<file path="src/interval_timer_channel_rate_generator_unit_defines.svh">
// Assertion macros for the interval timer channel RTL.
// No dependencies; taken in by `include where assertions are written.
`ifndef INTERVAL_TIMER_CHANNEL_RATE_GENERATOR_UNIT_DEFINES_SVH
`define INTERVAL_TIMER_CHANNEL_RATE_GENERATOR_UNIT_DEFINES_SVH

// Same-cycle implication, checked outside reset.
`define ITCR_ASSERT_NOW(lbl, clk, rst, ante, cons, msg) \
  lbl: assert property (@(posedge clk) disable iff (rst) (ante) |-> (cons)) \
    else $error(msg);

// Next-cycle implication, checked outside reset.
`define ITCR_ASSERT_NEXT(lbl, clk, rst, ante, cons, msg) \
  lbl: assert property (@(posedge clk) disable iff (rst) (ante) |=> (cons)) \
    else $error(msg);

`endif

</file>
<file path="src/itcr_pkg.sv">
// Types and constants of the interval timer channel (rate-generator mode).
// No dependencies; used by the RTL modules through scoped names.
package itcr_pkg;

  typedef enum logic [1:0] {
    OP_TICK  = 2'd0,
    OP_CTRL  = 2'd1,
    OP_WRITE = 2'd2,
    OP_READ  = 2'd3
  } opcode_t;

  // Control word fields
  localparam logic [1:0] CHANNEL_0    = 2'b00;
  localparam logic [1:0] ACCESS_LATCH = 2'b00;
  localparam logic [1:0] ACCESS_LOHI  = 2'b11;
  localparam logic [1:0] MODE_RATE    = 2'b10;  // low two bits of the mode field
  localparam logic       BCD_OFF      = 1'b0;

  localparam logic [15:0] COUNT_ONE = 16'd1;

  typedef struct packed {
    logic [1:0] opcode;
    logic [7:0] data;
  } item_t;

  typedef struct packed {
    logic [7:0] read_byte;
    logic       irq_pulse;
    logic       running;
  } result_t;

endpackage

</file>
<file path="src/itcr_if.sv">
// Request and result channel interfaces with valid/ready handshake.
// Payload layout follows the item and result fields of itcr_pkg.
interface itcr_item_if;
  logic       valid;
  logic       ready;
  logic [1:0] opcode;
  logic [7:0] data;

  modport source (output valid, output opcode, output data, input ready);
  modport sink   (input valid, input opcode, input data, output ready);
endinterface

interface itcr_result_if;
  logic       valid;
  logic       ready;
  logic [7:0] read_byte;
  logic       irq_pulse;
  logic       running;

  modport source (output valid, output read_byte, output irq_pulse, output running,
                  input ready);
  modport sink   (input valid, input read_byte, input irq_pulse, input running,
                  output ready);
endinterface

</file>
<file path="src/interval_timer_channel_rate_generator_unit.sv">
// Interval timer channel 0, rate-generator mode, one request per cycle unless stalled.
// A request accepted into the input register has its result shown from the result register.
// Stages: input register, one-step update, result register.
// A full result register stalls the input side only when it is not being drained.
// Reset (synchronous, rst high) clears all channel state and empties both registers.
module interval_timer_channel_rate_generator_unit (
  input  logic           clk,
  input  logic           rst,
  itcr_item_if.sink      cmd,
  itcr_result_if.source  result
);

  logic              item_valid;
  itcr_pkg::item_t   item;
  itcr_pkg::result_t res;
  logic              out_free;
  logic              step;

  // Advance the held request when the result register can take its result.
  assign step = item_valid && out_free;

  itcr_in_reg u_in_reg (
    .clk        (clk),
    .rst        (rst),
    .cmd        (cmd),
    .advance    (out_free),
    .item_valid (item_valid),
    .item       (item)
  );

  itcr_core u_core (
    .clk  (clk),
    .rst  (rst),
    .step (step),
    .item (item),
    .res  (res)
  );

  itcr_out_reg u_out_reg (
    .clk    (clk),
    .rst    (rst),
    .load   (step),
    .res    (res),
    .free   (out_free),
    .result (result)
  );

endmodule

</file>
<file path="src/itcr_in_reg.sv">
// Input register: takes one request per cycle while ready and holds it for the core.
// Depends on itcr_pkg and itcr_item_if.
module itcr_in_reg (
  input  logic                clk,
  input  logic                rst,
  itcr_item_if.sink           cmd,
  input  logic                advance,
  output logic                item_valid,
  output itcr_pkg::item_t     item
);

  logic            valid_q;
  itcr_pkg::item_t item_q;

  // Accept when empty or when the held request moves on this cycle.
  assign cmd.ready  = !valid_q || advance;
  assign item_valid = valid_q;
  assign item       = item_q;

  always_ff @(posedge clk) begin
    if (rst) begin
      valid_q <= 1'b0;
    end else if (cmd.ready) begin
      valid_q <= cmd.valid;
    end
  end

  always_ff @(posedge clk) begin
    if (cmd.valid && cmd.ready) begin
      item_q.opcode <= cmd.opcode;
      item_q.data   <= cmd.data;
    end
  end

endmodule

</file>
<file path="src/itcr_core.sv">
// Channel state and single-step update for one request.
// Depends on itcr_pkg and the assertion macros header.
`include "interval_timer_channel_rate_generator_unit_defines.svh"

module itcr_core (
  input  logic              clk,
  input  logic              rst,
  input  logic              step,
  input  itcr_pkg::item_t   item,
  output itcr_pkg::result_t res
);

  logic [15:0] reload_value,    reload_value_next;
  logic [15:0] current_count,   current_count_next;
  logic [15:0] latched_count,   latched_count_next;
  logic        latch_held,      latch_held_next;
  logic        write_high_next, write_high_next_next;
  logic        read_high_next,  read_high_next_next;
  logic [7:0]  low_byte_hold,   low_byte_hold_next;
  logic        armed,           armed_next;
  logic        load_pending,    load_pending_next;

  logic [1:0]  cw_channel;
  logic [1:0]  cw_access;
  logic [2:0]  cw_mode;
  logic        cw_bcd;
  logic [15:0] read_src;

  assign cw_channel = item.data[7:6];
  assign cw_access  = item.data[5:4];
  assign cw_mode    = item.data[3:1];
  assign cw_bcd     = item.data[0];
  assign read_src   = latch_held ? latched_count : current_count;

  always_comb begin
    reload_value_next    = reload_value;
    current_count_next   = current_count;
    latched_count_next   = latched_count;
    latch_held_next      = latch_held;
    write_high_next_next = write_high_next;
    read_high_next_next  = read_high_next;
    low_byte_hold_next   = low_byte_hold;
    armed_next           = armed;
    load_pending_next    = load_pending;
    res.read_byte        = 8'd0;
    res.irq_pulse        = 1'b0;

    unique case (itcr_pkg::opcode_t'(item.opcode))
      itcr_pkg::OP_TICK: begin
        if (armed) begin
          if (load_pending) begin
            current_count_next = reload_value;
            load_pending_next  = 1'b0;
          end else if (current_count == itcr_pkg::COUNT_ONE) begin
            current_count_next = reload_value;
            res.irq_pulse      = 1'b1;
          end else begin
            // wraps from zero to all ones, giving the 65536-tick period
            current_count_next = current_count - itcr_pkg::COUNT_ONE;
          end
        end
      end
      itcr_pkg::OP_CTRL: begin
        if (cw_channel == itcr_pkg::CHANNEL_0) begin
          if (cw_access == itcr_pkg::ACCESS_LATCH) begin
            if (!latch_held) begin
              latched_count_next = current_count;
              latch_held_next    = 1'b1;
            end
          end else if (cw_access == itcr_pkg::ACCESS_LOHI &&
                       cw_mode[1:0] == itcr_pkg::MODE_RATE &&
                       cw_bcd == itcr_pkg::BCD_OFF) begin
            // stop counting and wait for a fresh reload
            armed_next           = 1'b0;
            load_pending_next    = 1'b0;
            write_high_next_next = 1'b0;
            read_high_next_next  = 1'b0;
            latch_held_next      = 1'b0;
          end
        end
      end
      itcr_pkg::OP_WRITE: begin
        if (!write_high_next) begin
          low_byte_hold_next   = item.data;
          write_high_next_next = 1'b1;
        end else begin
          reload_value_next    = {item.data, low_byte_hold};
          write_high_next_next = 1'b0;
          if (!armed) begin
            armed_next        = 1'b1;
            load_pending_next = 1'b1;
          end
        end
      end
      itcr_pkg::OP_READ: begin
        if (!read_high_next) begin
          res.read_byte       = read_src[7:0];
          read_high_next_next = 1'b1;
        end else begin
          res.read_byte       = read_src[15:8];
          read_high_next_next = 1'b0;
          latch_held_next     = 1'b0;
        end
      end
      default: ;
    endcase

    res.running = armed_next && !load_pending_next;
  end

  always_ff @(posedge clk) begin
    if (rst) begin
      reload_value    <= '0;
      current_count   <= '0;
      latched_count   <= '0;
      latch_held      <= 1'b0;
      write_high_next <= 1'b0;
      read_high_next  <= 1'b0;
      low_byte_hold   <= '0;
      armed           <= 1'b0;
      load_pending    <= 1'b0;
    end else if (step) begin
      reload_value    <= reload_value_next;
      current_count   <= current_count_next;
      latched_count   <= latched_count_next;
      latch_held      <= latch_held_next;
      write_high_next <= write_high_next_next;
      read_high_next  <= read_high_next_next;
      low_byte_hold   <= low_byte_hold_next;
      armed           <= armed_next;
      load_pending    <= load_pending_next;
    end
  end

  `ITCR_ASSERT_NOW(a_irq_only_on_tick, clk, rst,
                   step && res.irq_pulse,
                   item.opcode == itcr_pkg::OP_TICK && armed && !load_pending,
                   "interrupt raised outside a counting tick")
  `ITCR_ASSERT_NOW(a_byte_only_on_read, clk, rst,
                   step && res.read_byte != 8'd0,
                   item.opcode == itcr_pkg::OP_READ,
                   "read byte driven for a non-read request")
  `ITCR_ASSERT_NEXT(a_load_on_tick, clk, rst,
                    step && item.opcode == itcr_pkg::OP_TICK && armed && load_pending,
                    armed && !load_pending && current_count == $past(reload_value),
                    "pending reload not taken on tick")
  `ITCR_ASSERT_NEXT(a_running_matches, clk, rst,
                    step,
                    $past(res.running) == (armed && !load_pending),
                    "running flag disagrees with channel state")

endmodule

</file>
<file path="src/itcr_out_reg.sv">
// Result register: holds one result until the downstream side takes it.
// Depends on itcr_pkg and itcr_result_if.
module itcr_out_reg (
  input  logic                clk,
  input  logic                rst,
  input  logic                load,
  input  itcr_pkg::result_t   res,
  output logic                free,
  itcr_result_if.source       result
);

  logic              valid_q;
  itcr_pkg::result_t res_q;

  assign free             = !valid_q || result.ready;
  assign result.valid     = valid_q;
  assign result.read_byte = res_q.read_byte;
  assign result.irq_pulse = res_q.irq_pulse;
  assign result.running   = res_q.running;

  always_ff @(posedge clk) begin
    if (rst) begin
      valid_q <= 1'b0;
    end else if (free) begin
      valid_q <= load;
    end
  end

  always_ff @(posedge clk) begin
    if (load) begin
      res_q <= res;
    end
  end

endmodule
</file>
<file path="src/flat_wrapper.sv">
// flat-port wrapper written by rule: the top's interface ports become plain ports
module interval_timer_channel_rate_generator_unit_flat 
  (clk, rst, cmd_valid, cmd_opcode, cmd_data, cmd_ready, result_valid, result_read_byte, result_irq_pulse, result_running, result_ready);
  itcr_item_if cmd_i ();
  itcr_result_if result_i ();
  input  logic clk;
  input  logic rst;
  input wire logic [$bits(cmd_i.valid)-1:0] cmd_valid;
  input wire logic [$bits(cmd_i.opcode)-1:0] cmd_opcode;
  input wire logic [$bits(cmd_i.data)-1:0] cmd_data;
  output wire logic [$bits(cmd_i.ready)-1:0] cmd_ready;
  output wire logic [$bits(result_i.valid)-1:0] result_valid;
  output wire logic [$bits(result_i.read_byte)-1:0] result_read_byte;
  output wire logic [$bits(result_i.irq_pulse)-1:0] result_irq_pulse;
  output wire logic [$bits(result_i.running)-1:0] result_running;
  input wire logic [$bits(result_i.ready)-1:0] result_ready;
  assign cmd_i.valid = cmd_valid;
  assign cmd_i.opcode = cmd_opcode;
  assign cmd_i.data = cmd_data;
  assign cmd_ready = cmd_i.ready;
  assign result_valid = result_i.valid;
  assign result_read_byte = result_i.read_byte;
  assign result_irq_pulse = result_i.irq_pulse;
  assign result_running = result_i.running;
  assign result_i.ready = result_ready;
  interval_timer_channel_rate_generator_unit u_core (.clk(clk), .rst(rst), .cmd(cmd_i), .result(result_i));
endmodule
</file>
<file path="config.mk">
export PLATFORM = sky130hd
export DESIGN_NAME = interval_timer_channel_rate_generator_unit_flat
export DESIGN_NICKNAME = d
export VERILOG_FILES = /design/src/itcr_pkg.sv /design/src/itcr_if.sv /design/src/interval_timer_channel_rate_generator_unit.sv /design/src/itcr_in_reg.sv /design/src/itcr_core.sv /design/src/itcr_out_reg.sv /design/src/flat_wrapper.sv
export VERILOG_INCLUDE_DIRS = /design/src /design/src/src
export SDC_FILE = /design/constraint.sdc
export NUM_CORES = 1
export LEC_CHECK = 0
export BUFFER_PORTS_ARGS = -buffer_cell sky130_fd_sc_hd__buf_2
export CAP_MARGIN = 20
export CORE_UTILIZATION = 56
export CTS_CLUSTER_DIAMETER = 40
export DETAILED_ROUTE_END_ITERATION = 8
export PLACE_DENSITY = 0.75
export SYNTH_ARGS = -nofsm -noshare
export SYNTH_HDL_FRONTEND = slang
export SYNTH_HIERARCHICAL = 1
export SYNTH_SLANG_ARGS = --single-unit
</file>
<file path="constraint.sdc">
create_clock -name clk -period 2.4 [get_ports clk]
set_input_delay 0.12 -clock clk [delete_from_list [all_inputs] [get_ports clk]]
set_output_delay 0.12 -clock clk [all_outputs]
set_load 0.03 [all_outputs]
</file>
==> flow_summary.yaml <==
synth:
  synth_fp_nets: 420
  synth.distinct_cells: 53
  synthAdderAreaFrac: 0.01931
  synth_mux_area_frac: 0.1162
  seq_area_frac_synth: 0.4788
  yosys_warnings: 6
  synthXorXnorAreaFrac: 0
  synth_most_common_cell: "dfxtp_1"
  synthCells: 400
  ys.flop_type: "dfxtp_1"
  synth_top_family_by_area: "simple AND/OR/NAND/NOR gates"
  yosysTopAreaCell: "dfxtp_1"
  synth-simple-area-share: 0.2188
  synth_edf_count: 20
  ys_top_cells_by_count: "dfxtp_1, nand2_1, nor2_1"
  avgSynthCellArea_um2: 9.722
  synth.area.top_cells: "dfxtp_1, edfxtp_1, mux2i_1"
  async_flop_share: 0
  synth_compound_area_frac: 0.1239
  ys_ff_latch: 83
  yosysTopAreaCellShare: 0.3243
  syn_area_um2: 3889
worst_setup_path:
  cp_num_buf_inv: 1
  r2r-end: "u_core/u_core/current_count[12]$_SDFFE_PP0P_"
  r2r_slack_ns: 0.22
  cp_cell_sequence: "ha_1, nor4b_2, a41o_1, buf_4, nor4_1, o21ai_0, a21oi_1"
  crit_fanout: 21
  worstPathArrival_ns: 2.41
  worst_setup_path_start_kind: "flip-flop"
  reg2reg_depth: 7
  path_class: "flip-flop to flip-flop"
  r2r_start: "u_core/u_core/current_count[0]$_SDFFE_PP0P_"
  crit_family: "compound AO/OA/AOI/OAI gates"
  slowest_delay_ns: 0.46
  required_ns: 2.63
  critPathSlowestCell: "a41o_1"
  cp-end-kind: "flip-flop"
power_and_ir_drop:
  cellPowerDensity_nw_per_um2: 572.0
  power.leakage_uw: 0.001678
  irDropWorstVdd_mv: 0.4075
detailed_routing:
  drt_iter0_drc: 297
  viasPerCell: 5.852
  drc_errors: 0
  drt_first_pass_iters: 6
  wl_per_cell_um: 16.43
  postRouteAntennaNets: 0
  vias: 3055
  routed_wl_um: 8574
placement:
  portBuffers: 25
  dp.cells: 495
  gp_congestion: 0.9422
  dpl.hpwl_um: 5981
global_route:
  grt_pass1_wl_um: 14010
  grt_pass1_vias: 2848
  overflow: 0
  antenna_found_initial: 0
  grt_max_degree: 40
  grt_use_total: 0.2492
die:
  die_w_um: 85.33
  initial_core_util: 0.5756
  ios: 26
  fp.coreArea_um2: 6756
  die_area_um2: 7281
  rows: 30
  die_y_um: 85.33
clock_tree:
  cts_buffer_depth: 2
  clockRootBuffer: "clkbuf_8"
  cts_tree: "yes"
  cts_hold_buf: 11
  cts_setup_buffers: 0
  clock_latency_ns: 0.35
  cts_resized: 0
  clock-sinks: 83
  cts_made_buffers: 9
  path_clk_slew_ns: 0.09
  htree_levels: 3
timing:
  tightestPinTransition_ns: 0.6336
  finalSetupTns_ns: 0
  final_hold_viol_count: 0
  finalClockSkew_ns: 0.009350
  slew_viol_final: 0
  slew_headroom: 0.5770
  fin_crit_sh: 0.9093
  fin_crit_ns: 2.182
  rsz0062_at_grt: "no"
  setup_viol: 0
  max_freq_mhz: 458.2
min_path:
  hold_depth: 3
  hold_start: "result_ready"
  hold_path_class: "input pin to flip-flop"
  holdPathEnd: "u_core/u_out_reg/result.valid$_SDFFE_PP0P_"
status:
  status: "completed"
job:
  cap_violations: 0
finish:
  instances_no_fill: 522
  area_growth_pct: 14.22
  drive_above_1_share: 0.1991
  nets: 457
  insertedDiodeCount: 0
[worst max-delay path by stage]
stage / from / endpoint / depth (start not counted)
after global routing: u_core/u_core/current_count[0]$_SDFFE_PP0P_ / u_core/u_core/current_count[12]$_SDFFE_PP0P_ / 7
after floorplan: u_core/u_out_reg/result.valid$_SDFFE_PP0P_ / u_core/u_core/current_count[3]$_SDFFE_PP0P_ / 8
after global placement: u_core/u_core/current_count[12]$_SDFFE_PP0P_ / u_core/u_core/current_count[12]$_SDFFE_PP0P_ / 6
final: u_core/u_core/current_count[0]$_SDFFE_PP0P_ / u_core/u_core/current_count[12]$_SDFFE_PP0P_ / 7
after detailed placement: u_core/u_core/current_count[0]$_SDFFE_PP0P_ / u_core/u_core/current_count[12]$_SDFFE_PP0P_ / 7
after CTS: u_core/u_core/current_count[0]$_SDFFE_PP0P_ / u_core/u_core/current_count[12]$_SDFFE_PP0P_ / 7
[cells in the final DEF (no fill, tap or decap), drive strengths merged, types with 2 or more instances in the layout]
cell type,count
buf,45
ha,6
clkinv,3
edfxtp,20
nor2b,2
o21a,3
dlygate4sd3,11
nand4,2
mux2i,26
o21ai,19
a221oi,2
and2,16
nor4,11
a31oi,3
a311oi,2
nor3,14
a21oi,36
clkinvlp,2
nand2,46
nand3,8
nor2,42
clkbuf,11
mux4,8
nand3b,2
o211ai,2
or4,3
inv,9
nor3b,3
nand2b,4
dfxtp,63
and3,3
[worst min-delay path: stages]
cell and delay, ns:
buf_2 0.08, nand2b_4 0.12, a21oi_2 0.05
[cell families after synthesis]
logic type,Yosys count
and+or+nand+nor,160
AOI/OAI and AO/OA,77
buffers and inverters,39
DFF,83
muxes,35
adders and majority gates,6
[metrics by stage]
stage	power (µW)	utilization	hold slack, ns	cell area, µm²	setup WS (ns)
3_5_place_dp	1616	0.6131	0.2981	4143	0.3323
6_report	2541	0.6574	0.05191	4442	0.2178
2_1_floorplan	1576	-	0.1824	3889	0.2422
4_1_cts	2559	0.6574	0.04251	4442	0.2230
5_1_grt	2636	0.6574	0.04879	4442	0.03078
3_3_place_gp	1613	0.6131	0.2964	4143	0.4005
[power breakdown]
group          total (µW)  internal [µW]  switching, µW
registers            1470           1450           17.5
clock network         944            434            510
logic                 128           51.7           76.2
[layout make-up]
class,instances,area [µm²]
Fill cell,526,2315
Sequential cell,83,1862
Multi-Input combinational cell,278,1859
Timing Repair Buffer,56,397.9
Clock buffer,11,151.4
Tap cell,80,100.1
Clock inverter,5,37.54
Inverter,9,33.78
[metal layers]
metal / wire length [µm] / vias to the layer above / track usage
li1: - / 1504 / -
met1: 3819 / 1417 / 0.3321
met2: 4121 / 119 / 0.4054
met3: 456 / 15 / 0.05156
met4: 176 / 0 / 0.08636
met5: 0 / - / 0
[state kept, by name (all words and copies together), names as in the netlist]
register                           cells
u_core/u_out_reg/result.read_byte      8
u_core/u_out_reg/result.irq_pulse      1
u_core/u_out_reg/result.running        1
u_core/u_core/current_count           16
u_core/u_out_reg/result.valid          1
u_core/u_in_reg/item                  10
u_core/u_core/latch_held               1
u_core/u_core/latched_count           16
u_core/u_core/read_high_next           1
u_core/u_core/armed                    1
u_core/u_core/write_high_next          1
u_core/u_core/reload_value            16
u_core/u_core/low_byte_hold            8
u_core/u_in_reg/item_valid             1
u_core/u_core/load_pending             1
No activity file was read; power rests on OpenSTA's default activity.
